## src/sv/ipv4_flow_key_extractor_core_assert.svh

```systemverilog
// ----------------------------------------------------------------------------
// Flow key extractor assertion macros
// Each macro expands to one labeled concurrent assertion that reports by $error.
// ----------------------------------------------------------------------------
`ifndef IPV4_FLOW_KEY_EXTRACTOR_CORE_ASSERT_SVH
`define IPV4_FLOW_KEY_EXTRACTOR_CORE_ASSERT_SVH

// The consequent holds in the same cycle as the antecedent.
`define FKX_ASSERT_SAME(label, clk, rst, ante, cons) \
   label: assert property (@(posedge clk) disable iff (rst) (ante) |-> (cons)) \
      else $error("flow key extractor: same-cycle check failed");

// The consequent holds in the cycle after the antecedent.
`define FKX_ASSERT_NEXT(label, clk, rst, ante, cons) \
   label: assert property (@(posedge clk) disable iff (rst) (ante) |=> (cons)) \
      else $error("flow key extractor: next-cycle check failed");

// The condition holds at every clock edge outside reset.
`define FKX_ASSERT_ALWAYS(label, clk, rst, cond) \
   label: assert property (@(posedge clk) disable iff (rst) (cond)) \
      else $error("flow key extractor: invariant failed");

`endif

```

## src/sv/fkx_pkg.sv

```systemverilog
`timescale 1ns / 1ps
// ----------------------------------------------------------------------------
// Flow key extractor package
// Protocol numbers, header positions, status codes and the transaction types
// shared by the parser, the result queue and the top level.
// ----------------------------------------------------------------------------
package fkx_pkg;

   // IP protocol numbers that carry a port pair or SPI, plus protocol zero.
   localparam logic [7:0] PROTO_TCP     = 8'd6;
   localparam logic [7:0] PROTO_UDP     = 8'd17;
   localparam logic [7:0] PROTO_DCCP    = 8'd33;
   localparam logic [7:0] PROTO_ESP     = 8'd50;
   localparam logic [7:0] PROTO_AH      = 8'd51;
   localparam logic [7:0] PROTO_SCTP    = 8'd132;
   localparam logic [7:0] PROTO_UDPLITE = 8'd136;
   localparam logic [7:0] PROTO_NONE    = 8'd0;

   // Link type and fragment field masks.
   localparam logic [15:0] ETHERTYPE_IPV4 = 16'h0800;
   localparam logic [15:0] IP_MF          = 16'h2000;
   localparam logic [15:0] IP_FRAG_OFFSET = 16'h1FFF;
   localparam logic [15:0] FRAG_MASK      = IP_MF | IP_FRAG_OFFSET;
   localparam logic [7:0]  FRAG_HI_MASK   = FRAG_MASK[15:8];
   localparam logic [7:0]  FRAG_LO_MASK   = FRAG_MASK[7:0];

   // Byte positions within the IPv4 header.
   localparam int          POS_W        = 7;
   localparam logic [6:0]  POS_MAX      = 7'd127;
   localparam logic [6:0]  POS_VER_IHL  = 7'd0;
   localparam logic [6:0]  POS_FRAG_HI  = 7'd6;
   localparam logic [6:0]  POS_FRAG_LO  = 7'd7;
   localparam logic [6:0]  POS_PROTO    = 7'd9;
   localparam logic [6:0]  POS_SRC_0    = 7'd12;
   localparam logic [6:0]  POS_SRC_3    = 7'd15;
   localparam logic [6:0]  POS_DST_0    = 7'd16;
   localparam logic [6:0]  POS_HDR_LAST = 7'd19;
   localparam logic [6:0]  AH_SKIP      = 7'd4;
   localparam logic [6:0]  PORT_BYTES   = 7'd4;
   localparam logic [6:0]  PORT_LAST    = PORT_BYTES - 7'd1;
   localparam logic [3:0]  MIN_HDR_WORDS = 4'd5;

   // Result status codes.
   localparam logic [1:0] ST_NORMAL = 2'd0;
   localparam logic [1:0] ST_FRAG   = 2'd1;
   localparam logic [1:0] ST_ERROR  = 2'd2;

   // One input transaction.
   typedef struct packed {
      logic [7:0]  data_byte;
      logic        first_byte;
      logic        last_byte;
      logic [15:0] ether_type;
      logic        frag_report;
   } fkx_req_type;

   // One result transaction.
   typedef struct packed {
      logic [1:0]  status;
      logic [31:0] src_addr;
      logic [31:0] dst_addr;
      logic [31:0] port_pair;
      logic [7:0]  l4_proto;
      logic [6:0]  transport_offset;
   } fkx_result_type;

   // How a protocol locates its port bytes.
   typedef struct packed {
      logic has_ports;
      logic ah_skip;
   } fkx_port_class_type;

   function automatic fkx_port_class_type port_class(input logic [7:0] proto);
      fkx_port_class_type cls;
      cls = '0;
      case (proto) inside
         PROTO_TCP, PROTO_UDP, PROTO_DCCP,
         PROTO_ESP, PROTO_SCTP, PROTO_UDPLITE: begin
            cls.has_ports = 1'b1;
         end
         PROTO_AH: begin
            cls.has_ports = 1'b1;
            cls.ah_skip   = 1'b1;
         end
         default: begin
            cls = '0;
         end
      endcase
      return cls;
   endfunction

endpackage

```

## src/sv/fkx_if.sv

```systemverilog
`timescale 1ns / 1ps
// ----------------------------------------------------------------------------
// Flow key extractor channels
// Valid/ready channels for packet bytes in and flow keys out.
// ----------------------------------------------------------------------------
interface fkx_req_if;
   logic        valid;
   logic        ready;
   logic [7:0]  data_byte;
   logic        first_byte;
   logic        last_byte;
   logic [15:0] ether_type;
   logic        frag_report;

   modport source (output valid, data_byte, first_byte, last_byte, ether_type,
                   frag_report, input ready);
   modport sink   (input valid, data_byte, first_byte, last_byte, ether_type,
                   frag_report, output ready);
endinterface

interface fkx_rsp_if;
   logic        valid;
   logic        ready;
   logic [1:0]  status;
   logic [31:0] src_addr;
   logic [31:0] dst_addr;
   logic [31:0] port_pair;
   logic [7:0]  l4_proto;
   logic [6:0]  transport_offset;

   modport source (output valid, status, src_addr, dst_addr, port_pair, l4_proto,
                   transport_offset, input ready);
   modport sink   (input valid, status, src_addr, dst_addr, port_pair, l4_proto,
                   transport_offset, output ready);
endinterface

```

## src/sv/ipv4_flow_key_extractor_core.sv

```systemverilog
`timescale 1ns / 1ps
// ----------------------------------------------------------------------------
// IPv4 flow key extractor
// Takes packets one byte per transaction on req_bus, starting at the network
// header, and returns one flow key transaction per packet on rsp_bus: status,
// source and destination address, port pair, protocol and transport offset.
// The ether type and fragment-report flag are sampled with the first byte.
// Non-IPv4 packets give a normal result with a zero key on their first byte;
// IPv4 packets give their result on header byte 19 or on the last port byte,
// and a packet that ends first gives an error on its last byte.
// The deciding byte's result is written into the result queue and offered on rsp_bus from there.
// Throughput: one byte per cycle while the result queue has room; the parser is
// a single pass of logic between the byte handshake and a two-entry result queue.
// req_bus.ready drops only while both queue entries hold results the receiver
// has not taken, so a stalled receiver stalls input after two pending keys.
// Reset (synchronous, active high) closes any open packet and empties the
// queue; bytes before the next first byte are ignored.
// ----------------------------------------------------------------------------
module ipv4_flow_key_extractor_core (
   input  logic      clock,
   input  logic      reset,
   fkx_req_if.sink   req_bus,
   fkx_rsp_if.source rsp_bus
);

   fkx_pkg::fkx_req_type    item;
   fkx_pkg::fkx_result_type res;
   logic                    res_valid;
   logic                    accept;
   logic                    full;

   // Accept a byte whenever the result queue has room.
   assign req_bus.ready = !full;
   assign accept        = req_bus.valid && req_bus.ready;

   // Gather the input transaction fields.
   assign item.data_byte   = req_bus.data_byte;
   assign item.first_byte  = req_bus.first_byte;
   assign item.last_byte   = req_bus.last_byte;
   assign item.ether_type  = req_bus.ether_type;
   assign item.frag_report = req_bus.frag_report;

   fkx_parser u_parser (
      .clock     (clock),
      .reset     (reset),
      .accept    (accept),
      .item      (item),
      .res_valid (res_valid),
      .res       (res)
   );

   fkx_rsp_queue u_rsp_queue (
      .clock     (clock),
      .reset     (reset),
      .push      (res_valid),
      .push_data (res),
      .full      (full),
      .rsp_bus   (rsp_bus)
   );

endmodule

```

## src/sv/fkx_parser.sv

```systemverilog
`timescale 1ns / 1ps
// ----------------------------------------------------------------------------
// Flow key extractor header parser
// Tracks the byte position in the packet, captures header fields and the
// port bytes, and decides the single result of each packet.
// ----------------------------------------------------------------------------
`include "ipv4_flow_key_extractor_core_assert.svh"

module fkx_parser (
   input  logic                   clock,
   input  logic                   reset,
   input  logic                   accept,
   input  fkx_pkg::fkx_req_type   item,
   output logic                   res_valid,
   output fkx_pkg::fkx_result_type res
);

   // Control state.
   logic                     open_ff, open_in;
   logic                     done_ff, done_in;
   logic [fkx_pkg::POS_W-1:0] pos_ff, pos_in;
   logic                     chk_ff, chk_in;

   // Captured header fields.
   logic [3:0]  hw_ff, hw_in;
   logic        frag_ff, frag_in;
   logic [7:0]  proto_ff, proto_in;
   logic [31:0] src_ff, src_in;
   logic [31:0] dst_ff, dst_in;
   logic [23:0] ports_ff, ports_in;

   // Values seen by the current byte, with a first byte restarting the packet.
   logic                      eff_open;
   logic                      eff_done;
   logic [fkx_pkg::POS_W-1:0] eff_pos;
   logic                      eff_chk;
   logic                      non_ip;

   // Port window.
   fkx_pkg::fkx_port_class_type cls;
   logic [6:0] port_start;
   logic [6:0] port_diff;
   logic       in_window;

   assign eff_open = item.first_byte | open_ff;
   assign eff_done = ~item.first_byte & done_ff;
   assign eff_pos  = item.first_byte ? '0 : pos_ff;
   assign eff_chk  = item.first_byte ? item.frag_report : chk_ff;
   assign non_ip   = item.first_byte && (item.ether_type != fkx_pkg::ETHERTYPE_IPV4);

   assign cls        = fkx_pkg::port_class(proto_ff);
   assign port_start = {1'b0, hw_ff, 2'b00} + (cls.ah_skip ? fkx_pkg::AH_SKIP : 7'd0);
   assign port_diff  = eff_pos - port_start;
   assign in_window  = (eff_pos >= port_start) && (port_diff < fkx_pkg::PORT_BYTES);

   // Next state and result for one accepted transaction.
   always_comb begin
      open_in   = open_ff;
      done_in   = done_ff;
      pos_in    = pos_ff;
      chk_in    = chk_ff;
      hw_in     = hw_ff;
      frag_in   = frag_ff;
      proto_in  = proto_ff;
      src_in    = src_ff;
      dst_in    = dst_ff;
      ports_in  = ports_ff;
      res_valid = 1'b0;
      res       = '0;

      if (accept) begin
         chk_in  = eff_chk;
         pos_in  = eff_pos;
         done_in = eff_done;
         open_in = eff_open && !item.last_byte;

         if (non_ip) begin
            // Not IPv4: a normal result with an all-zero key right away.
            res_valid  = 1'b1;
            res.status = fkx_pkg::ST_NORMAL;
            done_in    = 1'b1;
         end else if (eff_open && !eff_done) begin
            // Capture header fields at their fixed positions.
            case (eff_pos) inside
               fkx_pkg::POS_VER_IHL: begin
                  hw_in = item.data_byte[3:0];
               end
               fkx_pkg::POS_FRAG_HI: begin
                  frag_in = |(item.data_byte & fkx_pkg::FRAG_HI_MASK);
               end
               fkx_pkg::POS_FRAG_LO: begin
                  frag_in = frag_ff | (|(item.data_byte & fkx_pkg::FRAG_LO_MASK));
               end
               fkx_pkg::POS_PROTO: begin
                  proto_in = item.data_byte;
               end
               [fkx_pkg::POS_SRC_0:fkx_pkg::POS_SRC_3]: begin
                  src_in = {src_ff[23:0], item.data_byte};
               end
               [fkx_pkg::POS_DST_0:fkx_pkg::POS_HDR_LAST]: begin
                  dst_in = {dst_ff[23:0], item.data_byte};
               end
               default: begin
                  hw_in = hw_ff;
               end
            endcase

            if (eff_pos == fkx_pkg::POS_HDR_LAST) begin
               // Header decision on the last fixed header byte.
               if (hw_ff < fkx_pkg::MIN_HDR_WORDS) begin
                  res_valid  = 1'b1;
                  res.status = fkx_pkg::ST_ERROR;
               end else if (eff_chk && frag_ff) begin
                  res_valid  = 1'b1;
                  res.status = fkx_pkg::ST_FRAG;
               end else if (proto_ff == fkx_pkg::PROTO_NONE) begin
                  res_valid  = 1'b1;
                  res.status = fkx_pkg::ST_ERROR;
               end else if (!cls.has_ports) begin
                  res_valid            = 1'b1;
                  res.status           = fkx_pkg::ST_NORMAL;
                  res.src_addr         = src_ff;
                  res.dst_addr         = {dst_ff[23:0], item.data_byte};
                  res.l4_proto         = proto_ff;
                  res.transport_offset = {1'b0, hw_ff, 2'b00};
               end
            end else if ((eff_pos > fkx_pkg::POS_HDR_LAST) && cls.has_ports && in_window) begin
               // Collect the four port bytes; the last one completes the key.
               ports_in = {ports_ff[15:0], item.data_byte};
               if (port_diff == fkx_pkg::PORT_LAST) begin
                  res_valid            = 1'b1;
                  res.status           = fkx_pkg::ST_NORMAL;
                  res.src_addr         = src_ff;
                  res.dst_addr         = dst_ff;
                  res.port_pair        = {ports_ff, item.data_byte};
                  res.l4_proto         = proto_ff;
                  res.transport_offset = port_start;
               end
            end

            // A packet that ends before its result is truncated.
            if (!res_valid && item.last_byte) begin
               res_valid  = 1'b1;
               res        = '0;
               res.status = fkx_pkg::ST_ERROR;
            end

            done_in = res_valid;
            pos_in  = (eff_pos == fkx_pkg::POS_MAX) ? eff_pos : eff_pos + 7'd1;
         end
      end
   end

   // Control registers.
   always_ff @(posedge clock) begin
      if (reset) begin
         open_ff <= 1'b0;
         done_ff <= 1'b0;
         pos_ff  <= '0;
         chk_ff  <= 1'b0;
      end else begin
         open_ff <= open_in;
         done_ff <= done_in;
         pos_ff  <= pos_in;
         chk_ff  <= chk_in;
      end
   end

   // Captured field registers.
   always_ff @(posedge clock) begin
      hw_ff    <= hw_in;
      frag_ff  <= frag_in;
      proto_ff <= proto_in;
      src_ff   <= src_in;
      dst_ff   <= dst_in;
      ports_ff <= ports_in;
   end

   // A result only comes from an accepted transaction.
   `FKX_ASSERT_SAME(a_res_needs_accept, clock, reset, res_valid, accept)
   // After a result the packet is marked done.
   `FKX_ASSERT_NEXT(a_done_after_res, clock, reset, accept && res_valid, done_ff)
   // A done packet gives nothing more until a new first byte.
   `FKX_ASSERT_SAME(a_no_second_res, clock, reset,
      accept && done_ff && !item.first_byte, !res_valid)
   // Fragment and error results carry an all-zero key.
   `FKX_ASSERT_SAME(a_zero_key_on_fail, clock, reset,
      res_valid && (res.status != fkx_pkg::ST_NORMAL),
      (res.src_addr == '0) && (res.port_pair == '0) && (res.transport_offset == '0))

endmodule

```

## src/sv/fkx_rsp_queue.sv

```systemverilog
`timescale 1ns / 1ps
// ----------------------------------------------------------------------------
// Flow key extractor result queue
// Two-entry output register that decouples the parser from the result
// receiver, so bytes keep flowing while one finished key waits.
// ----------------------------------------------------------------------------
`include "ipv4_flow_key_extractor_core_assert.svh"

module fkx_rsp_queue (
   input  logic                    clock,
   input  logic                    reset,
   input  logic                    push,
   input  fkx_pkg::fkx_result_type push_data,
   output logic                    full,
   fkx_rsp_if.source               rsp_bus
);

   fkx_pkg::fkx_result_type slot_ff [2];
   logic       wr_ptr_ff, wr_ptr_in;
   logic       rd_ptr_ff, rd_ptr_in;
   logic [1:0] count_ff, count_in;
   logic       pop;
   fkx_pkg::fkx_result_type head;

   assign full = (count_ff == 2'd2);
   assign pop  = rsp_bus.valid && rsp_bus.ready;
   assign head = slot_ff[rd_ptr_ff];

   // Drive the result channel from the oldest entry.
   assign rsp_bus.valid            = (count_ff != 2'd0);
   assign rsp_bus.status           = head.status;
   assign rsp_bus.src_addr         = head.src_addr;
   assign rsp_bus.dst_addr         = head.dst_addr;
   assign rsp_bus.port_pair        = head.port_pair;
   assign rsp_bus.l4_proto         = head.l4_proto;
   assign rsp_bus.transport_offset = head.transport_offset;

   // Pointer and occupancy update.
   always_comb begin
      wr_ptr_in = push ? ~wr_ptr_ff : wr_ptr_ff;
      rd_ptr_in = pop ? ~rd_ptr_ff : rd_ptr_ff;
      count_in  = count_ff + {1'b0, push} - {1'b0, pop};
   end

   always_ff @(posedge clock) begin
      if (reset) begin
         wr_ptr_ff <= 1'b0;
         rd_ptr_ff <= 1'b0;
         count_ff  <= 2'd0;
      end else begin
         wr_ptr_ff <= wr_ptr_in;
         rd_ptr_ff <= rd_ptr_in;
         count_ff  <= count_in;
      end
   end

   // Entry storage.
   always_ff @(posedge clock) begin
      if (push) begin
         slot_ff[wr_ptr_ff] <= push_data;
      end
   end

   // Never write into a full queue.
   `FKX_ASSERT_SAME(a_no_push_full, clock, reset, push, !full)
   // Occupancy stays within the two entries.
   `FKX_ASSERT_ALWAYS(a_count_range, clock, reset, count_ff != 2'd3)
   // A lone push grows the queue by one.
   `FKX_ASSERT_NEXT(a_push_grows, clock, reset, push && !pop,
      count_ff == $past(count_ff) + 2'd1)

endmodule
```

## src/flat_wrapper.sv

```systemverilog
// flat-port wrapper written by rule: the top's interface ports become plain ports
module ipv4_flow_key_extractor_core_flat 
  (clock, reset, req_bus_valid, req_bus_data_byte, req_bus_first_byte, req_bus_last_byte, req_bus_ether_type, req_bus_frag_report, req_bus_ready, rsp_bus_valid, rsp_bus_status, rsp_bus_src_addr, rsp_bus_dst_addr, rsp_bus_port_pair, rsp_bus_l4_proto, rsp_bus_transport_offset, rsp_bus_ready);
  fkx_req_if req_bus_i ();
  fkx_rsp_if rsp_bus_i ();
  input  logic clock;
  input  logic reset;
  input wire logic [$bits(req_bus_i.valid)-1:0] req_bus_valid;
  input wire logic [$bits(req_bus_i.data_byte)-1:0] req_bus_data_byte;
  input wire logic [$bits(req_bus_i.first_byte)-1:0] req_bus_first_byte;
  input wire logic [$bits(req_bus_i.last_byte)-1:0] req_bus_last_byte;
  input wire logic [$bits(req_bus_i.ether_type)-1:0] req_bus_ether_type;
  input wire logic [$bits(req_bus_i.frag_report)-1:0] req_bus_frag_report;
  output wire logic [$bits(req_bus_i.ready)-1:0] req_bus_ready;
  output wire logic [$bits(rsp_bus_i.valid)-1:0] rsp_bus_valid;
  output wire logic [$bits(rsp_bus_i.status)-1:0] rsp_bus_status;
  output wire logic [$bits(rsp_bus_i.src_addr)-1:0] rsp_bus_src_addr;
  output wire logic [$bits(rsp_bus_i.dst_addr)-1:0] rsp_bus_dst_addr;
  output wire logic [$bits(rsp_bus_i.port_pair)-1:0] rsp_bus_port_pair;
  output wire logic [$bits(rsp_bus_i.l4_proto)-1:0] rsp_bus_l4_proto;
  output wire logic [$bits(rsp_bus_i.transport_offset)-1:0] rsp_bus_transport_offset;
  input wire logic [$bits(rsp_bus_i.ready)-1:0] rsp_bus_ready;
  assign req_bus_i.valid = req_bus_valid;
  assign req_bus_i.data_byte = req_bus_data_byte;
  assign req_bus_i.first_byte = req_bus_first_byte;
  assign req_bus_i.last_byte = req_bus_last_byte;
  assign req_bus_i.ether_type = req_bus_ether_type;
  assign req_bus_i.frag_report = req_bus_frag_report;
  assign req_bus_ready = req_bus_i.ready;
  assign rsp_bus_valid = rsp_bus_i.valid;
  assign rsp_bus_status = rsp_bus_i.status;
  assign rsp_bus_src_addr = rsp_bus_i.src_addr;
  assign rsp_bus_dst_addr = rsp_bus_i.dst_addr;
  assign rsp_bus_port_pair = rsp_bus_i.port_pair;
  assign rsp_bus_l4_proto = rsp_bus_i.l4_proto;
  assign rsp_bus_transport_offset = rsp_bus_i.transport_offset;
  assign rsp_bus_i.ready = rsp_bus_ready;
  ipv4_flow_key_extractor_core u_core (.clock(clock), .reset(reset), .req_bus(req_bus_i), .rsp_bus(rsp_bus_i));
endmodule
```

## config.mk

```make
export PLATFORM = sky130hd
export DESIGN_NAME = ipv4_flow_key_extractor_core_flat
export DESIGN_NICKNAME = d
export VERILOG_FILES = /design/src/sv/fkx_pkg.sv /design/src/sv/fkx_if.sv /design/src/sv/ipv4_flow_key_extractor_core.sv /design/src/sv/fkx_parser.sv /design/src/sv/fkx_rsp_queue.sv /design/src/flat_wrapper.sv
export VERILOG_INCLUDE_DIRS = /design/src /design/src/sv
export SDC_FILE = /design/constraint.sdc
export NUM_CORES = 1
export LEC_CHECK = 0
export ABC_AREA = 1
export BUFFER_PORTS_ARGS = -buffer_cell sky130_fd_sc_hd__buf_2
export CORE_ASPECT_RATIO = 1.25
export CORE_MARGIN = 2
export CORE_UTILIZATION = 60
export CTS_BUF_LIST = sky130_fd_sc_hd__clkbuf_16
export DETAILED_ROUTE_END_ITERATION = 8
export PLACE_DENSITY = 0.93
export SYNTH_ARGS = -nofsm -noshare
export SYNTH_HDL_FRONTEND = slang
export SYNTH_SLANG_ARGS = --single-unit
```

## constraint.sdc

```tcl
create_clock -name clock -period 13.03 [get_ports clock]
set_clock_uncertainty 0.05 [all_clocks]
set_input_delay 1.303 -clock clock [delete_from_list [all_inputs] [get_ports clock]]
set_output_delay 1.303 -clock clock [all_outputs]
set_load 0.01 [all_outputs]
```

### Word level (Yosys, flattened, before mapping)

Memory sizes are Yosys's and may differ from the RTL's. A register that Yosys moved wholly into a read port is not among the register bits.
Index checks and enable logic that the tools add are counted.

* $add $sub $neg: 5
* multiply operators: 0
* div/mod/pow operators: 0
* $lt $le $gt $ge: 8
* eq/ne operators: 15
* shift-type cells: 0
* multiplexer cells: 52
* bitwise logic cells: 13
* reductions and logical operators: 29

Operators with widths (count)
* $mux W113: 4
* $mux W64: 4
* $mux W111: 2
* $mux W15: 5
* $mux W66: 1
* $mux W32: 1
* $mux W7: 4
* $mux W1: 26
* $eq A8 B6 Y1 const B: 3
* $eq A8 B8 Y1 const B: 2
* $ne A16 B12 Y1 const B: 1
* $eq A7 B3 Y1 const B: 2
* $logic_and A1 B1 Y1: 12
* $reduce_or A6 Y1: 2
* $not A1 Y1: 10
* $reduce_and A5 Y1: 2
* $reduce_and A9 Y1: 1
* $eq A8 B3 Y1 const B: 1
* $eq A8 B5 Y1 const B: 1
* $logic_not A8 Y1: 1
* $mux W2: 4
* $reduce_and A8 Y1: 1
* $reduce_or A8 Y1: 1
* $add A6 B3 Y7: 1
* 25 further kinds: 30

* flip-flop bits (word level): 115
* bits in latches: 0
* bits in writable memories: 226
* memory bits (read-only): 0
* bits of input ports: 31
* output and inout port bits: 115
* logic and storage cells: 136
* memories: 1

Memory list
* u_core.u_rsp_queue.slot_ff: depth 2, width 113, read ports 1, clocked after Yosys merged registers in 1, write ports 1, RTL line fkx_rsp_queue.sv:18 `fkx_pkg::fkx_result_type slot_ff [2];`

### Logic depth before layout (Yosys ltp)

Gate-level depths: netlist of the first run.

* word-level depth: 22
* depth in mapped cells: 26
* mapped depth without buffers: 25

### Modules after synthesis

Synthesis of the first run repeated with hierarchy kept, for this count alone.

* cells, all modules: 1023
* area total of the unflattened synthesis: 14397.6 um2

Modules (own cells, without submodules)
* fkx_rsp_queue: times used 1, cells each 388, area each 8685.8 um2, sequential area each 6886.6 um2
* fkx_parser: times used 1, cells each 632, area each 5698.0 um2, sequential area each 3233.1 um2
* ipv4_flow_key_extractor_core: times used 1, cells each 3, area each 13.8 um2, sequential area each 0.0 um2

### Worst setup path after synthesis of the first run

OpenSTA, ideal clock, no wires.

* kind: input to register
* from: input req_bus_first_byte
* to: memory u_core.u_rsp_queue.slot_ff[0][100] in the netlist's numbering (enable)
* library setup time: 0.582 ns
* arrival: 7.693 ns
* slack: 4.705 ns
* cell stages on the path: 14
* cell sequence: inv_2 -> nand2_1 -> ha_1 -> inv_1 -> fa_1 -> xnor2_1 -> nand3_1 -> nor2_2 -> nand2_1 -> nor2_4 -> nand2_4 -> nand3_1 -> nand2_1 -> nor2_1

* longest elaborated chain between the ends: 18
* elaborated cells between the ends (all ways): 34

RTL lines
* start, declared: RTL line flat_wrapper.sv:10 `input wire logic [$bits(req_bus_i.first_byte)-1:0] req_bus_first_byte;`
* $mux W7: RTL line fkx_parser.sv:47 `assign eff_pos = item.first_byte ? '0 : pos_ff;`
* $sub A7 B7 Y7: RTL line fkx_parser.sv:53 `assign port_diff = eff_pos - port_start;`
* $lt A7 B3 Y1: RTL line fkx_parser.sv:54 `assign in_window = (eff_pos >= port_start) && (port_diff < fkx_pkg::PORT_BYTES);`
* $logic_and A1 B1 Y1: RTL line fkx_parser.sv:54
* $logic_and A1 B1 Y1: RTL line fkx_parser.sv:127 `end else if ((eff_pos > fkx_pkg::POS_HDR_LAST) && cls.has_ports && in_window) begin`
* $mux W1: RTL line fkx_parser.sv:127
* $mux W1: RTL line fkx_parser.sv:108 `if (eff_pos == fkx_pkg::POS_HDR_LAST) begin`
* $mux W1: RTL line fkx_parser.sv:82 `end else if (eff_open && !eff_done) begin`
* (+2 left out)
* $logic_not A1 Y1: RTL line fkx_parser.sv:142 `if (!res_valid && item.last_byte) begin`
* $logic_and A1 B1 Y1: RTL line fkx_parser.sv:142
* $mux W1: RTL line fkx_parser.sv:142
* $mux W1: RTL line fkx_parser.sv:82
* $mux W1 *: RTL line fkx_parser.sv:77 `if (non_ip) begin`
* $mux W1 *: RTL line fkx_parser.sv:71 `if (accept) begin`
* $mux W1 *: RTL line fkx_rsp_queue.sv:59 `if (push) begin`
* $mux W1 (not written as such) *: RTL line fkx_rsp_queue.sv:60 `slot_ff[wr_ptr_ff] <= push_data;`
* end, declared: RTL line fkx_rsp_queue.sv:18

Every way passes the cells marked *; elsewhere a longest branch is shown, timed or not. The select of a mux whose other input is x is not followed.

### Final worst setup path of the first run

* from: register u_core.u_parser.proto_ff[7]
* to: memory u_core.u_rsp_queue.slot_ff[0][2] in the netlist's numbering (enable)

* longest elaborated chain between the ends: 22
* elaborated cells between the ends (all ways): 39

RTL lines
* start, declared: RTL line fkx_parser.sv:27 `logic [7:0] proto_ff, proto_in;`
* start signal, assigned: RTL line fkx_parser.sv:173 `proto_ff <= proto_in;`
* $eq A8 B3 Y1, or another cell as far along: RTL line fkx_parser.sv:51 `assign cls = fkx_pkg::port_class(proto_ff);`
* $reduce_or A6 Y1 / $mux W1 (equally long branches): RTL line fkx_pkg.sv:76 `case (proto) inside`
* $mux W1: RTL line fkx_pkg.sv:76
* $mux W3: RTL line fkx_parser.sv:52 `assign port_start = {1'b0, hw_ff, 2'b00} + (cls.ah_skip ? fkx_pkg::AH_SKIP : 7'd0);`
* $add A6 B3 Y7: RTL line fkx_parser.sv:52
* $sub A7 B7 Y7: RTL line fkx_parser.sv:53
* $lt A7 B3 Y1: RTL line fkx_parser.sv:54
* $logic_and A1 B1 Y1: RTL line fkx_parser.sv:54
* (+6 left out)
* $logic_not A1 Y1: RTL line fkx_parser.sv:142
* $logic_and A1 B1 Y1: RTL line fkx_parser.sv:142
* $mux W1 *: RTL line fkx_parser.sv:142
* $mux W1 *: RTL line fkx_parser.sv:82
* $mux W1 *: RTL line fkx_parser.sv:77
* $mux W1 *: RTL line fkx_parser.sv:71
* $mux W1 *: RTL line fkx_rsp_queue.sv:59
* $mux W1 (not written as such) *: RTL line fkx_rsp_queue.sv:60

Marked as above.

==> results of run 1 <==
-- placed cells by master (no fill, tap or decap), types with 2 or more instances in the layout --
master	count
nor2_1	84
clkbuf_16	31
nand2_1	109
clkinv_1	11
nor4_1	2
o21ai_0	4
nor2_2	24
bufinv_16	5
clkinv_2	6
xor2_1	5
a21oi_1	51
buf_2	143
buf_4	9
mux2_2	111
o21ai_1	4
nand2_4	2
dfxtp_1	14
nand3_1	63
o22ai_1	2
conb_1	2
ha_1	13
nand2_2	4
nor2_4	3
edfxtp_1	323
nand4_1	40
inv_1	77
xnor2_1	3
inv_8	2
nor3_1	3
inv_2	4
-- cells by family after synthesis --
| group | Yosys count | synth area share (%) |
|---|---|---|
| flip-flops | 338 | 71.5 |
| adder cells (fa/ha/maj) | 14 | 1.31 |
| multiplexers | 111 | 8.94 |
| buffers and inverters | 128 | 3.79 |
| other | 1 | 0.0268 |
| AND/OR/NAND/NOR | 339 | 11.3 |
| XOR/XNOR | 8 | 0.501 |
| AO/OA/AOI/OAI | 68 | 2.60 |
-- cell type report --
cell class                 count  area (µm²)  area share [%]
sequential                   338       10000            62.6
multi-input combinational    542        3490            21.8
timing repair buffer         152         783            4.90
clock buffer                  31         776            4.86
tap                          288         360            2.26
inverter                      83         314            1.97
clock inverter                24         248            1.55
-- worst register-to-register path: cells and delay by family (launching register included) --
kind | cells | cell delay, ps
simple gates | 13 | 3030
xor+xnor | 1 | 170
buf+inv | 2 | 1020
fa+ha+maj | 3 | 720
compound gates | 1 | 220
flops | 1 | 420
-- sequential cells by signal (all words and copies together), names as in the netlist, 2 cells and up, named ones only --
signal	count
u_core.u_rsp_queue.count_ff	2
u_core.u_parser.pos_ff	7
u_core.u_rsp_queue.slot_ff	222
u_core.u_parser.hw_ff	4
u_core.u_parser.proto_ff	8
u_core.u_parser.src_ff	32
u_core.u_parser.dst_ff	32
u_core.u_parser.ports_ff	24
-- worst max-delay path by stage --
stage / endpoint / slack (ps)
floorplan: u_core.u_rsp_queue.slot_ff[0][100]$_DFFE_PP_ / 4700
global placement: u_core.u_rsp_queue.slot_ff[0][61]$_DFFE_PP_ / 6770
detailed placement: u_core.u_rsp_queue.slot_ff[0][63]$_DFFE_PP_ / 6680
CTS: u_core.u_rsp_queue.slot_ff[0][66]$_DFFE_PP_ / 6980
global route: u_core.u_rsp_queue.slot_ff[0][2]$_DFFE_PP_ / 6490
finish: u_core.u_rsp_queue.slot_ff[0][2]$_DFFE_PP_ / 6960
-- metal layers --
layer	up-vias	part of all wire [%]	GRT usage, %
li1	3900	-	-
met1	4061	39	28.8
met2	392	51	38.7
met3	76	6.5	2.85
met4	0	3.9	8.50
met5	-	0	0
-- report_power, final --
| part | switching [µW] | internal, µW |
|---|---|---|
| clock network | 376 | 531 |
| registers | 24.7 | 1240 |
| logic | 204 | 162 |
| total | 604 | 1930 |
-- through the flow --
stage / hold WS [ps] / power (µW) / worst slack (ps) / utilization (%)
after floorplan: 375 / 1530 / 4700 / -
after global placement: 375 / 1650 / 6770 / 65.1
after detailed placement: 383 / 1650 / 6680 / 65.1
after CTS: 395 / 2560 / 6980 / 69.6
after global routing: 403 / 2620 / 6490 / 69.6
final: 396 / 2540 / 6960 / 69.6
==> results.cfg, run 1 <==
[final_layout]
nets = 1193
syn_to_final_growth_pct = 14.2
layout.cells.non_filler = 1458
antennaDiodeCount = 0
fill_cells = 1505
postLayoutCellArea_mm2 = 0.0160
drive_above_1_share_pct = 30.2

[yosys]
post-synth-top-area-cell = edfxtp_1
yosysUniqueCellTypes = 41
syn_area_per_cell_um2 = 13.9
synth_top_cell_area_share_pct = 69.4
ys_seq_elements = 338
netlist_instances = 1007
synth-main-ff-cell = edfxtp_1
ys_async_sr_fraction_pct = 0
synth_seq_area_share_pct = 71.5
syn_area_mm2 = 0.0140
synth_warnings = 0
yosysMostFrequentCell = edfxtp_1
yosys-top-cells-area = edfxtp_1, mux2_2, nand2_1
synth_edf_count = 323
synth_common_cells = edfxtp_1, mux2_2, nand2_1

[clock_network]
clk_pin_slew_worst_paths_ps = 60
clock_sinks = 338
htreeDepth = 1
clock_path_buffers = 3
cts_buffers = 31
cts_resized = 0
clock_latency_ps = 540
cts_tree = done
postCtsHoldBufs = 0
clockRootBuffer = clkbuf_16
post_cts_buffers = 0

[timing]
worstMarginPinSlew_ps = 1210
finalSetupViolations = 0
timing.fmax_mhz = 165
hold_viol = 0
rsz0062_at_grt = false
fin_setup_tns_ps = 0
post-route-min-period_ps = 6070
max_slew_margin_pct = 19.2
finalMaxSlewViolations = 0
finalCritPeriodShare_pct = 46.6

[routing]
drt_wl_total_mm = 28.3
antenna_left = 0
via_count = 8429
dr.first_iter.drc_count = 886
via_per_inst = 5.78
first_pass_iters = 6
wl_per_cell_um = 19.4
drc = 0

[critical_path]
cp_cell_sequence = nor2_1 -> nor2b_1 -> nand3_1 -> inv_1 -> ha_1 -> ha_1 -> xnor2_1 -> ha_1 -> a21oi_2 -> nand2_1 -> nand2_1 -> nand2_1 -> nor2_2 -> nand2_1 -> nor2_4 -> nand2_4 -> nand3_1 -> nand2_1 -> nor2_4 -> buf_4
max_stage_delay_ps = 940
slowest_stage = nor2_4
path_delay_family = simple AND/OR/NAND/NOR gates
reg2reg_slack_ps = 6960
crit_buf_inv = 2
critPathKind = register to register
crit_top_cell = nand2_1
crit_path_max_fanout = 72
worstPathRequired_ps = 13140
startpoint_type = register
reg2regPathDepth = 20
r2r-start = u_core.u_parser.proto_ff[7]$_DFFE_PP_
critical_path_arrival_ps = 6180
crit_cells = 20
cp-end-kind = register
r2r_end = u_core.u_rsp_queue.slot_ff[0][2]$_DFFE_PP_
crit_start = u_core.u_parser.proto_ff[7]$_DFFE_PP_

[floorplanning]
pin_count = 146
core_mm2 = 0.0230
die-area_mm2 = 0.0245
die_y_um = 175
die_x_um = 141
start_util_pct = 60.9
row_count = 62

[grt]
grt_pass1_wl_mm = 43.1
antenna_found_initial = 0
grt_usage_pct = 22.2
grt_pass1_vias = 8225
grt_overflow_total = 0
grt_max_degree = 86

[placement]
port_buffers = 143
gp_congestion = 0.862
placedCellCount = 1403
dp_hpwl_mm = 17.5
placed_cell_area_mm2 = 0.0150

[min_path]
hp-start = u_core.u_parser.src_ff[17]$_DFFE_PP_
hold_path.class = register to register
min_to = u_core.u_parser.src_ff[25]$_DFFE_PP_
whs_path_depth = 0

[power]
p_leak_uw = 0.00581
power_density_mw_per_mm2 = 159
ir_drop_mv = 0.132

[job]
drv_cap = 0

[status]
status = finished, final reports clean
Power figures use the tool's default switching activity.
==> run 2: changes to the inputs <==
--- a/config.mk
+++ b/config.mk
@@ -10,10 +10,10 @@
 export BUFFER_PORTS_ARGS = -buffer_cell sky130_fd_sc_hd__buf_2
 export CORE_ASPECT_RATIO = 1.25
 export CORE_MARGIN = 2
-export CORE_UTILIZATION = 60
+export CORE_UTILIZATION = 59
 export CTS_BUF_LIST = sky130_fd_sc_hd__clkbuf_16
 export DETAILED_ROUTE_END_ITERATION = 8
-export PLACE_DENSITY = 0.93
+export PLACE_DENSITY = 0.92
 export SYNTH_ARGS = -nofsm -noshare
 export SYNTH_HDL_FRONTEND = slang
 export SYNTH_SLANG_ARGS = --single-unit
==> constraint.sdc (replaced) <==
create_clock -name clock -period 6.1 [get_ports clock]
set_clock_uncertainty 0.05 [all_clocks]
set_input_delay 0.61 -clock clock [delete_from_list [all_inputs] [get_ports clock]]
set_output_delay 0.61 -clock clock [all_outputs]
set_load 0.01 [all_outputs]
==> results.cfg, run 2 (same netlist as run 1, synthesis figures left out) <==
[status]
status = finished, final reports clean

[final_layout]
final_cell_mix = edfxtp_1, buf_2, mux2_2, nand2_1, nor2_1
syn_to_final_growth_pct = 13.8
largest_reg_flops = 222
postLayoutCoreUtil_pct = 67.8
antennaDiodeCount = 0
drive_above_1_share_pct = 30.1
nets = 1195
top_regs = u_core.u_rsp_queue.slot_ff (222), u_core.u_parser.dst_ff (32), u_core.u_parser.src_ff (32)
multi_input_area_mm2 = 0.00349
layout_commonest_cell = edfxtp_1
postLayoutCellArea_mm2 = 0.0159
fill_cells = 1488
top_register = u_core.u_rsp_queue.slot_ff
seqCellArea_mm2 = 0.0100

[floorplanning]
core_mm2 = 0.0235
die_y_um = 176
pin_count = 146
start_util_pct = 59.5
row_count = 63
die_x_um = 142
die-area_mm2 = 0.0250

[timing]
post-route-min-period_ps = 4950
timing.fmax_mhz = 202
worstMarginPinSlew_ps = 1030
max_slew_margin_pct = 30.8
finalMaxSlewViolations = 0
finalCritPeriodShare_pct = 81.2
fin_setup_tns_ps = 0
hold_viol = 0
timing.hold.ws_ps = 306
rsz0062_at_grt = false
finalSetupViolations = 0

[routing]
wl_met2_mm = 14.6
wl_met3_mm = 2.09
via_per_inst = 5.85
via_count = 8571
first_pass_iters = 5
antenna_left = 0
dr.first_iter.drc_count = 901
drt_wl_total_mm = 29.0
drc = 0
wl_per_cell_um = 19.8
drt-met1-wl_mm = 11.1
top_layer_used = met4

[critical_path]
crit_path_max_fanout = 39
path_delay_family = simple AND/OR/NAND/NOR gates
cp-end-kind = register
max_stage_delay_ps = 710
critPathKind = register to register
slowest_stage = nor2_4
cp_cell_sequence = inv_1 -> nand2_1 -> nor2b_1 -> nand3_1 -> inv_1 -> ha_1 -> ha_1 -> xnor2_1 -> ha_1 -> a21oi_2 -> nand2_1 -> nand2_1 -> nand2_1 -> nor2_2 -> nand2_2 -> nor2_8 -> nand2_4 -> nand3_1 -> nand2_1 -> nor2_4 -> buf_12
crit_buf_inv = 3
reg2regPathDepth = 21
crit_top_cell = nand2_1
crit_cells = 21
startpoint_type = register
critical_path_arrival_ps = 5140
worstPathRequired_ps = 6290

[clock_network]
clock_path_buffers = 3
post_cts_buffers = 0
cts_buffers = 29
postCtsHoldBufs = 0
cts_resized = 0
clockRootBuffer = clkbuf_16
htreeDepth = 1
clock_latency_ps = 560
clk_pin_slew_worst_paths_ps = 60
cts_tree = done
clock_sinks = 338

[grt]
grt_pass1_wl_mm = 44.4
grt_usage_pct = 22.9
antenna_found_initial = 0
grt_max_degree = 77
grt_pass1_vias = 8453
grt_overflow_total = 0

[min_path]
whs_path_depth = 2
hold_path.class = input port to register

[power]
p_leak_uw = 0.00572
ir_drop_mv = 0.216
power_density_mw_per_mm2 = 327

[placement]
dp_hpwl_mm = 18.3
port_buffers = 143
gp_congestion = 0.938
placed_cell_area_mm2 = 0.0150

[job]
drv_cap = 0
## run 2: cell types whose count changed in the layout (fill, tap and decap cells not counted)
cell	before	now
inv_6	0	2
inv_8	2	0
clkbuf_16	31	29
clkinv_2	6	7
buf_4	9	8
bufinv_16	5	1
clkinv_1	11	10
buf_12	0	5
clkinv_4	0	1
inv_1	77	80
## run 2: cell type report
cell class	instances	area share, %
Multi-Input combinational cell	542	21.9
Timing Repair Buffer	156	5.50
Tap cell	292	2.30
Sequential cell	338	62.8
Clock buffer	29	4.56
Clock inverter	24	0.904
Inverter	83	1.97
## run 2: worst reg2reg max path, stage by stage (launching register included)
cell	delay [ps]
edfxtp_1	430
inv_1	120
nand2_1	100
nor2b_1	220
nand3_1	130
inv_1	100
ha_1	170
ha_1	180
xnor2_1	160
ha_1	360
a21oi_2	210
nand2_1	70
nand2_1	50
nand2_1	50
nor2_2	130
nand2_2	110
nor2_8	450
nand2_4	150
nand3_1	150
nand2_1	160
nor2_4	710
buf_12	320
## run 2: layer usage
metal / track usage, % / vias to the layer above
met5: 0 / -
met2: 39.3 / 457
li1: - / 3897
met3: 3.17 / 68
met1: 29.6 / 4149
met4: 9.50 / 0
## run 2: where the power goes
group | switching [µW] | internal (µW) | total [µW]
sequential | 70.1 | 2640 | 2710
clock | 792 | 908 | 1700
combinational | 430 | 361 | 791
## run 2: final timing paths
| path | slack (ps) | to | from |
|---|---|---|---|
| worst min register to register | 400 | u_core.u_parser.ports_ff[22]$_DFFE_PP_ | u_core.u_parser.ports_ff[14]$_DFFE_PP_ |
| worst max-delay path | 1150 | u_core.u_rsp_queue.slot_ff[0][110]$_DFFE_PP_ | u_core.u_parser.proto_ff[2]$_DFFE_PP_ |
| worst max register to register | 1150 | u_core.u_rsp_queue.slot_ff[0][110]$_DFFE_PP_ | u_core.u_parser.proto_ff[2]$_DFFE_PP_ |
| worst min-delay path | 310 | u_core.u_parser.open_ff$_SDFFE_PP0P_ | req_bus_last_byte |
## run 2: through the flow
step                instances  setup WS, ps  power, µW
CTS                      1464          1230       5230
global placement         1411          1410       3540
finish                   1464          1150       5210
detailed placement       1411          1290       3560
global route             1464           811       5380
floorplan                1008           687       3270
==> run 3: changes to the inputs <==
==> constraint.sdc (replaced) <==
create_clock -name clock -period 4.8 [get_ports clock]
set_clock_uncertainty 0.05 [all_clocks]
set_input_delay 0.48 -clock clock [delete_from_list [all_inputs] [get_ports clock]]
set_output_delay 0.48 -clock clock [all_outputs]
set_load 0.01 [all_outputs]
==> results.cfg, run 3 (same netlist as run 1, synthesis figures left out) <==
[critical_path]
max_stage_delay_ps = 410
cp_cell_sequence = nor2_1 -> nor2b_2 -> nand3_1 -> inv_1 -> ha_1 -> ha_2 -> xnor2_1 -> ha_1 -> a21oi_2 -> nand2_1 -> nand2_1 -> nand2_1 -> nor2_2 -> nand2_1 -> nor2_4 -> buf_4 -> nand3_1 -> buf_4 -> nor2_1
reg2reg_slack_ps = 740
worstPathRequired_ps = 5110
crit_buf_inv = 3
slowest_stage = edfxtp_1
cp-end-kind = register
startpoint_type = register
crit_top_cell = nand2_1
path_delay_family = simple AND/OR/NAND/NOR gates
r2r_end = u_core.u_rsp_queue.slot_ff[1][25]$_DFFE_PP_
r2r-start = u_core.u_parser.proto_ff[6]$_DFFE_PP_
crit_path_max_fanout = 35
critical_path_arrival_ps = 4370
critPathKind = register to register
reg2regPathDepth = 19

[clock_network]
clock_sinks = 338
clock_path_buffers = 3
cts_tree = done
cts_resized = 0
post_cts_buffers = 0
clk_pin_slew_worst_paths_ps = 70
clock_latency_ps = 540
cts_buffers = 29
clockRootBuffer = clkbuf_16
htreeDepth = 1
postCtsHoldBufs = 0

[final_layout]
final_cell_mix = edfxtp_1, buf_2, mux2_2, nand2_1, nor2_1
postLayoutCellArea_mm2 = 0.0160
layout.cells.non_filler = 1466
nets = 1199
drive_above_1_share_pct = 30.7
top_register = u_core.u_rsp_queue.slot_ff
top_regs = u_core.u_rsp_queue.slot_ff (222), u_core.u_parser.dst_ff (32), u_core.u_parser.src_ff (32)
antennaDiodeCount = 0
syn_to_final_growth_pct = 14.2
largest_reg_flops = 222
layout_commonest_cell = edfxtp_1

[min_path]
min_to = u_core.u_parser.open_ff$_SDFFE_PP0P_
hp-start = req_bus_last_byte
whs_path_depth = 2
hold_path.class = input port to register

[timing]
finalCritPeriodShare_pct = 84.6
worstMarginPinSlew_ps = 1110
timing.fmax_mhz = 246
hold_viol = 0
max_slew_margin_pct = 25.2
finalSetupViolations = 0
finalMaxSlewViolations = 0
fin_setup_tns_ps = 0
post-route-min-period_ps = 4060
rsz0062_at_grt = false

[grt]
grt_pass1_vias = 8522
antenna_found_initial = 1
grt_pass1_wl_mm = 44.3
grt_max_degree = 72
grt_overflow_total = 0
grt_usage_pct = 22.9

[routing]
via_per_inst = 5.86
drt_wl_total_mm = 29.0
drc = 0
first_pass_iters = 7
antenna_left = 0
via_count = 8585
dr.first_iter.drc_count = 996
wl_per_cell_um = 19.8

[placement]
dp_hpwl_mm = 18.2
placedCellCount = 1415
port_buffers = 143
gp_congestion = 0.862
placed_cell_area_mm2 = 0.0151

[floorplanning]
die-area_mm2 = 0.0250
die_y_um = 176
pin_count = 146
start_util_pct = 59.5
die_x_um = 142
row_count = 63
core_mm2 = 0.0235

[status]
status = finished, final reports clean

[power]
p_leak_uw = 0.00590
power_density_mw_per_mm2 = 411
ir_drop_mv = 0.267

[job]
drv_cap = 0
run 3: cell count changes in the layout (fill, tap and decap cells not counted), sizes merged:
| cell | change |
|---|---|
| clkinvlp | +4 |
| clkinv | -6 |
| buf | +4 |
run 3: final cells by class:
| class | instances | area, µm² |
|---|---|---|
| Multi-Input combinational cell | 542 | 3510 |
| Timing Repair Buffer | 160 | 906 |
| Inverter | 83 | 315 |
| Fill cell | 1538 | 7530 |
| Sequential cell | 338 | 10000 |
| Tap cell | 292 | 365 |
| Clock buffer | 29 | 726 |
| Clock inverter | 22 | 138 |
run 3: through the flow:
stage               util (%)  setup slack [ps]  hold WS [ps]  power (µW)
CTS                     68.0               744           170        6600
finish                  68.0               738           193        6570
global placement        64.3               888           374        4470
detailed placement      64.3               804           384        4490
global route            68.0               371           172        6790
floorplan                  -              6.91           375        4150
run 3: worst max path at each step:
stage	cells past startpoint	endpoint	start	slack, ps
after detailed placement	19	u_core.u_rsp_queue.slot_ff[1][25]$_DFFE_PP_	u_core.u_parser.proto_ff[6]$_DFFE_PP_	800
after global routing	19	u_core.u_rsp_queue.slot_ff[0][38]$_DFFE_PP_	u_core.u_parser.proto_ff[6]$_DFFE_PP_	370
after floorplan	20	u_core.u_rsp_queue.slot_ff[0][100]$_DFFE_PP_	u_core.u_parser.proto_ff[6]$_DFFE_PP_	7
after CTS	19	u_core.u_rsp_queue.slot_ff[1][25]$_DFFE_PP_	u_core.u_parser.proto_ff[6]$_DFFE_PP_	740
after global placement	20	u_core.u_rsp_queue.slot_ff[1][46]$_DFFE_PP_	u_core.u_parser.proto_ff[6]$_DFFE_PP_	890
final	19	u_core.u_rsp_queue.slot_ff[1][25]$_DFFE_PP_	u_core.u_parser.proto_ff[6]$_DFFE_PP_	740
run 3: metal layers:
layer	GRT usage, %	share of wire (%)
met5	0	0.045
met4	9.42	3.8
met2	40.9	52
met1	27.5	37
met3	4.10	7.1
run 3: report_power, final:
| group | total (µW) | switching, µW | internal, µW |
|---|---|---|---|
| Clock | 2140 | 992 | 1150 |
| Combinational | 965 | 514 | 451 |
| Sequential | 3460 | 111 | 3350 |
| Total | 6570 | 1620 | 4950 |
